[config.mk]
export PLATFORM = sky130hd
export DESIGN_NAME = mbe_ctrl
export DESIGN_NICKNAME = d
export VERILOG_FILES = /design/src/hdl/mbe_pkg.sv /design/src/hdl/mbe_ctrl.sv
export SDC_FILE = /design/constraint.sdc
export NUM_CORES = 1
export LEC_CHECK = 0
export BUFFER_PORTS_ARGS = -buffer_cell sky130_fd_sc_hd__buf_4
export CORE_ASPECT_RATIO = 0.75
export CORE_UTILIZATION = 58
export CTS_CLUSTER_SIZE = 30
export DETAILED_ROUTE_END_ITERATION = 6
export PLACE_DENSITY = 0.83
export SLEW_MARGIN = 10
export SYNTH_ARGS = -nofsm -noshare
export SYNTH_HDL_FRONTEND = slang
export SYNTH_SLANG_ARGS = --single-unit
[constraint.sdc]
create_clock -name clk -period 5.4 [get_ports clk]
set_input_delay 1.08 -clock clk [delete_from_list [all_inputs] [get_ports clk]]
set_output_delay 1.08 -clock clk [all_outputs]
set_load 0.005 [all_outputs]
[src/hdl/mbe_pkg.sv]
// Types, constants and codes shared by the escape-time block.
`default_nettype none

package mbe_pkg;

	localparam int COORD_WIDTH = 12;
	localparam int COUNT_WIDTH = 16;
	localparam int FRAC_BITS = 28;
	localparam int FIX_WIDTH = 32;
	localparam int SIZE_WIDTH = 13;
	localparam int ITER_WIDTH = 16;
	localparam int PROD_WIDTH = 2 * FIX_WIDTH;
	localparam int CFG_INDEX_WIDTH = 3;
	localparam int CFG_DATA_WIDTH = 32;

	// Magnitude of span times pixel: at most 2^31 * (2^COORD_WIDTH - 1).
	localparam int DIV_WIDTH = FIX_WIDTH + COORD_WIDTH - 1;
	localparam int DIV_CNT_WIDTH = $clog2(DIV_WIDTH);

	localparam logic [PROD_WIDTH-1:0] ESC_LIMIT = 64'd4 << FRAC_BITS;
	localparam logic signed [FIX_WIDTH-1:0] FIX_MAX = 32'sh7FFF_FFFF;
	localparam logic signed [FIX_WIDTH-1:0] FIX_MIN = 32'sh8000_0000;

	localparam logic [SIZE_WIDTH-1:0] WIDTH_RESET = 13'd640;
	localparam logic [SIZE_WIDTH-1:0] HEIGHT_RESET = 13'd480;
	localparam logic signed [FIX_WIDTH-1:0] SPAN_REAL_RESET = 32'sd939524096;
	localparam logic signed [FIX_WIDTH-1:0] SPAN_IMAG_RESET = 32'sd671088640;
	localparam logic signed [FIX_WIDTH-1:0] CORNER_REAL_RESET = -32'sd671088640;
	localparam logic signed [FIX_WIDTH-1:0] CORNER_IMAG_RESET = -32'sd335544320;
	localparam logic [ITER_WIDTH-1:0] MAX_ITER_RESET = 16'd256;

	typedef enum logic [CFG_INDEX_WIDTH-1:0] {
		REG_IMAGE_WIDTH    = 3'd0,
		REG_IMAGE_HEIGHT   = 3'd1,
		REG_SPAN_REAL      = 3'd2,
		REG_SPAN_IMAG      = 3'd3,
		REG_CORNER_REAL    = 3'd4,
		REG_CORNER_IMAG    = 3'd5,
		REG_MAX_ITERATIONS = 3'd6
	} cfg_reg_t;

	typedef struct packed {
		logic [COORD_WIDTH-1:0] pixel_x;
		logic [COORD_WIDTH-1:0] pixel_y;
	} pixel_t;

	typedef struct packed {
		logic [COUNT_WIDTH-1:0] escape_count;
		logic                   in_set;
	} result_t;

	// Operand pairs of the shared multiplier.
	typedef enum logic [1:0] {
		MUL_RR,
		MUL_II,
		MUL_RI,
		MUL_NN
	} mul_op_t;

	typedef struct packed {
		logic    load_pix;
		logic    map_start;
		logic    div_step;
		logic    map_store;
		logic    axis;
		logic    mul_en;
		mul_op_t mul_op;
		logic    take_rr;
		logic    take_ii;
		logic    test;
		logic    update;
		logic    finish;
	} cmd_t;

	typedef struct packed {
		logic escape;
		logic overflow;
		logic last;
		logic limit_zero;
		logic out_free;
	} status_t;

endpackage

`default_nettype wire

[src/hdl/mbe_ctrl.sv]
// Controller state machine that sequences mapping, division and iteration.
`default_nettype none

module mbe_ctrl (
	input  logic            clk,
	input  logic            arst_n,
	input  logic            in_valid,
	output logic            in_stall,
	output mbe_pkg::cmd_t   cmd,
	input  mbe_pkg::status_t status
);
	import mbe_pkg::*;

	typedef enum logic [9:0] {
		ST_IDLE     = 10'b00_0000_0001,
		ST_MAP_MUL  = 10'b00_0000_0010,
		ST_MAP_DIV  = 10'b00_0000_0100,
		ST_MAP_FIN  = 10'b00_0000_1000,
		ST_IT_START = 10'b00_0001_0000,
		ST_IT_MII   = 10'b00_0010_0000,
		ST_IT_MRI   = 10'b00_0100_0000,
		ST_IT_TEST  = 10'b00_1000_0000,
		ST_IT_UPD   = 10'b01_0000_0000,
		ST_DONE     = 10'b10_0000_0000
	} state_t;

	localparam logic [DIV_CNT_WIDTH-1:0] DIV_LAST = DIV_CNT_WIDTH'(DIV_WIDTH - 1);

	state_t state_q, state_d;
	logic axis_q, axis_d;
	logic [DIV_CNT_WIDTH-1:0] div_cnt_q, div_cnt_d;
	logic accept;

	assign in_stall = (state_q != ST_IDLE);
	assign accept = in_valid && !in_stall;

	always_comb begin
		state_d = state_q;
		axis_d = axis_q;
		div_cnt_d = div_cnt_q;
		cmd = '0;
		cmd.mul_op = MUL_RR;
		cmd.axis = axis_q;
		unique case (state_q)
			ST_IDLE: begin
				cmd.load_pix = accept;
				if (accept) begin
					axis_d = 1'b0;
					state_d = ST_MAP_MUL;
				end
			end
			ST_MAP_MUL: begin
				cmd.map_start = 1'b1;
				div_cnt_d = '0;
				state_d = ST_MAP_DIV;
			end
			ST_MAP_DIV: begin
				cmd.div_step = 1'b1;
				if (div_cnt_q == DIV_LAST) begin
					state_d = ST_MAP_FIN;
				end else begin
					div_cnt_d = div_cnt_q + 1'b1;
				end
			end
			ST_MAP_FIN: begin
				cmd.map_store = 1'b1;
				if (!axis_q) begin
					axis_d = 1'b1;
					state_d = ST_MAP_MUL;
				end else if (status.limit_zero) begin
					state_d = ST_DONE;
				end else begin
					state_d = ST_IT_START;
				end
			end
			ST_IT_START: begin
				cmd.mul_en = 1'b1;
				cmd.mul_op = MUL_RR;
				state_d = ST_IT_MII;
			end
			ST_IT_MII: begin
				cmd.take_rr = 1'b1;
				cmd.mul_en = 1'b1;
				cmd.mul_op = MUL_II;
				state_d = ST_IT_MRI;
			end
			ST_IT_MRI: begin
				cmd.take_ii = 1'b1;
				cmd.mul_en = 1'b1;
				cmd.mul_op = MUL_RI;
				state_d = ST_IT_TEST;
			end
			ST_IT_TEST: begin
				cmd.test = 1'b1;
				state_d = status.escape ? ST_DONE : ST_IT_UPD;
			end
			ST_IT_UPD: begin
				// The square of the new real part starts here; it is dropped on exit.
				cmd.update = 1'b1;
				cmd.mul_en = 1'b1;
				cmd.mul_op = MUL_NN;
				state_d = (status.overflow || status.last) ? ST_DONE : ST_IT_MII;
			end
			ST_DONE: begin
				if (status.out_free) begin
					cmd.finish = 1'b1;
					state_d = ST_IDLE;
				end
			end
			default: begin
				state_d = ST_IDLE;
			end
		endcase
	end

	always_ff @(posedge clk or negedge arst_n) begin
		if (!arst_n) begin
			state_q <= ST_IDLE;
			axis_q <= 1'b0;
			div_cnt_q <= '0;
		end else begin
			state_q <= state_d;
			axis_q <= axis_d;
			div_cnt_q <= div_cnt_d;
		end
	end

endmodule

`default_nettype wire

==> impl_metrics.toml <==
[clock_tree]
tritoncts = "built"
post_cts_resize_count = 0
cts-htree-levels = 1
hold_buffers = 0
cts_root_buffer = "sky130_fd_sc_hd__clkbuf_4"
numCtsBuffers = 3
post-cts-setup-buffers = 0
clkTransAtPathRegs_ns = 0.10
clock_path_buffers = 2
clkSinkCount = 17
clk_latency_ns = 0.29

[routing]
antenna_left = 0
remaining_drc_errors = 0
post_detailed_route_wirelength_per_cell_um = 14.82
dr_total_vias = 968
drt-initial-drc-count = 20
vias_per_cell = 5.975
route.final.wire_length_um = 2401
detail_route.first_pass.iterations = 4

[placement]
io_buffers = 21
finalWeightedCongestion = 0.8285
dp_hpwl_um = 1817

[power_and_ir_drop]
p_per_area_nw_per_um2 = 360.1
power_leakage_nw = 0.5927
worst_ir_drop_vdd_mv = 0.3280
power_mw = 0.4555

[final_layout]
layout-drive-gt1-share_pct = 22.86
antenna_cells_inserted = 0
final_nets = 151
fillerInstances = 118
areaGrowthSynthToFinish_pct = 14.11

[synth]
postSynthAreaPerCell_sq_um = 8.869
synth.area.mux_share_pct = 0.9029
synthAdderAreaFrac_pct = 2.257
ys_seq_area_share_pct = 38.49
postSynthRegisterBits = 17
synthCells = 125
synth-async-reset-ratio_pct = 100.0
yosys.area_share.xor_xnor_pct = 4.740
synth_top_family_by_area = "simple AND/OR/NAND/NOR gates"
synth_enable_flop_cells = 0
netlist-cell-type-count = 46
synth_nets = 135
synth-compound-area-share_pct = 11.63
synthSimpleGateAreaFrac_pct = 34.99
synthesis.yosys.warnings = 0
synth-main-ff-cell = "sky130_fd_sc_hd__dfrtp_1"
mappedNetlistArea_sq_um = 1109

[die]
design.die.area_sq_um = 2092
floorplan.io_pins = 22
core_area_sq_um = 1757
fp-row-count = 13
die_y_um = 39.86
initial_utilization_pct = 63.11
die_w_um = 52.48

[setup_path]
crit_required_ns = 4.32
crit_path_max_fanout = 8
r2r_slack_ns = 2.95
worst_setup_path_end_kind = "output port"
r2r-end = "state_q[1]$_DFFE_PN0P_"
setup.worst_path.start_class = "flop"
crit_arrival_ns = 2.53
r2r_cells = 5
criticalPathCategory = "reg2out"
rr_startpoint = "state_q[5]$_DFFE_PN0P_"

[global_route]
grt_start_max_net_pins = 18
grt_first_pass_wirelength_um = 3898
combined_global_route_utilization_of_all_metal_layers_pct = 27.06
globalRoute.totalOverflow = 0
via_count_of_the_first_global_routing_pass = 825
antenna_found_initial = 0

[sta]
layout_worst_path_cycle_share_pct = 66.89
fmax_mhz = 276.9
maxSlewViolCount = 0
timing.max_slew.rel_slack_pct = 55.61
final_hold_viol_count = 0
final-setup-viol-count = 0
period_minus_slack_ns = 3.612
worst-slew-pin-transition_ns = 0.6603
finalClockSkew_ns = 0.01571
final.setup.tns_ns = 0
setup_repair_after_global_routing_missed_its_margin = "no"

[min_path]
whs_endpoint = "state_q[4]$_DFFE_PN0P_"
min-delay-path-class = "reg2reg"
hold_path_depth = 2
timing.hold.worst.start = "axis_q$_DFFE_PN0P_"

[outcome]
outcome = "complete, no violations"

[run]
drv_cap = 0
registers in the layout, indices dropped and copies added, names as in the netlist:
| register | flops |
|---|---|
| axis_q | 1 |
| div_cnt_q | 6 |
| state_q | 10 |
layer usage:
layer | GRT usage [%] | routed length (um) | vias to the layer above | part of all wire (%)
li1 | - | - | 480 | -
met1 | 40.90 | 1277 | 455 | 53
met2 | 37.34 | 981 | 31 | 41
met3 | 8.140 | 128 | 2 | 5.3
met4 | 4.605 | 13 | 0 | 0.54
met5 | 0 | 0 | - | 0
cell families (layout without fill, tap and decap cells):
logic type | after synthesis | in the layout
flip-flops | 17 | 17
adder cells (fa/ha/maj) | 2 | 2
AO/OA/AOI/OAI | 18 | 18
buffers and inverters | 16 | 31
multiplexers | 1 | 1
AND/OR/NAND/NOR | 65 | 65
XOR/XNOR | 6 | 6
layout make-up:
class / instances / area, sq um / area share [%]
multi-input cells: 92 / 604.3 / 47.77
flip-flops and latches: 17 / 426.7 / 33.73
repair buffers: 21 / 157.7 / 12.46
well taps: 22 / 27.53 / 2.176
clock buffers: 4 / 26.28 / 2.077
inverters: 6 / 22.52 / 1.780
report_power, final:
part / internal (mW) / switching [mW] / leakage, nW
combinational: 0.0910 / 0.102 / 0.347
sequential: 0.153 / 0.0430 / 0.231
clock: 0.0287 / 0.0386 / 0.0150
total: 0.272 / 0.183 / 0.593
stage by stage:
| step | hold WS (ns) | cells | util [%] | instance area (sq um) | setup slack, ns |
|---|---|---|---|---|---|
| 6_report | 0.5733 | 162 | 72.01 | 1265 | 1.788 |
| 5_1_grt | 0.5979 | 162 | 72.01 | 1265 | 1.716 |
| 4_1_cts | 0.5758 | 162 | 72.01 | 1265 | 1.789 |
| 3_5_place_dp | 0.5530 | 158 | 70.51 | 1239 | 2.117 |
| 3_3_place_gp | 0.5344 | 158 | 70.51 | 1239 | 2.150 |
| 2_1_floorplan | 0.5021 | 125 | - | 1109 | 2.192 |
placed cells by master (no fill, tap or decap), types with 4 or more instances in the layout:
| cell | synthesis | final |
|---|---|---|
| sky130_fd_sc_hd__buf_4 | 2 | 21 |
| sky130_fd_sc_hd__nor2_1 | 17 | 17 |
| sky130_fd_sc_hd__xor2_1 | 4 | 4 |
| sky130_fd_sc_hd__o21ai_0 | 7 | 7 |
| sky130_fd_sc_hd__inv_1 | 6 | 6 |
| sky130_fd_sc_hd__dfrtp_1 | 16 | 16 |
| sky130_fd_sc_hd__nand2_1 | 6 | 6 |
worst max path at each step:
stage / start / end / slack (ns) / cells past startpoint
final: state_q[5]$_DFFE_PN0P_ / cmd[12] / 1.79 / 5
after detailed placement: state_q[5]$_DFFE_PN0P_ / cmd[12] / 2.12 / 5
after CTS: state_q[5]$_DFFE_PN0P_ / cmd[12] / 1.79 / 5
after floorplan: state_q[5]$_DFFE_PN0P_ / cmd[12] / 2.19 / 7
after global routing: state_q[5]$_DFFE_PN0P_ / cmd[12] / 1.72 / 5
after global placement: state_q[5]$_DFFE_PN0P_ / cmd[12] / 2.15 / 5
worst max-delay path, cell delays in order, from the launching register on:
cell and delay [ns]:
sky130_fd_sc_hd__dfrtp_1 0.47, sky130_fd_sc_hd__or4_4 0.59, sky130_fd_sc_hd__or2_1 0.32, sky130_fd_sc_hd__or4b_1 0.63, sky130_fd_sc_hd__nor2_1 0.13, sky130_fd_sc_hd__buf_4 0.12
Yosys cell counts, drive strengths merged (4+ instances only):
master | n | area share [%]
or4 | 4 | 3.0
nor2 | 17 | 5.8
nand2 | 6 | 2.0
dfrtp | 16 | 36
or2 | 4 | 2.3
nor4 | 4 | 2.8
o21ai | 7 | 3.2
buf | 5 | 3.3
clkbuf | 5 | 1.7
xor2 | 4 | 3.2
inv | 6 | 2.0
(Power assumes the default switching activity.)
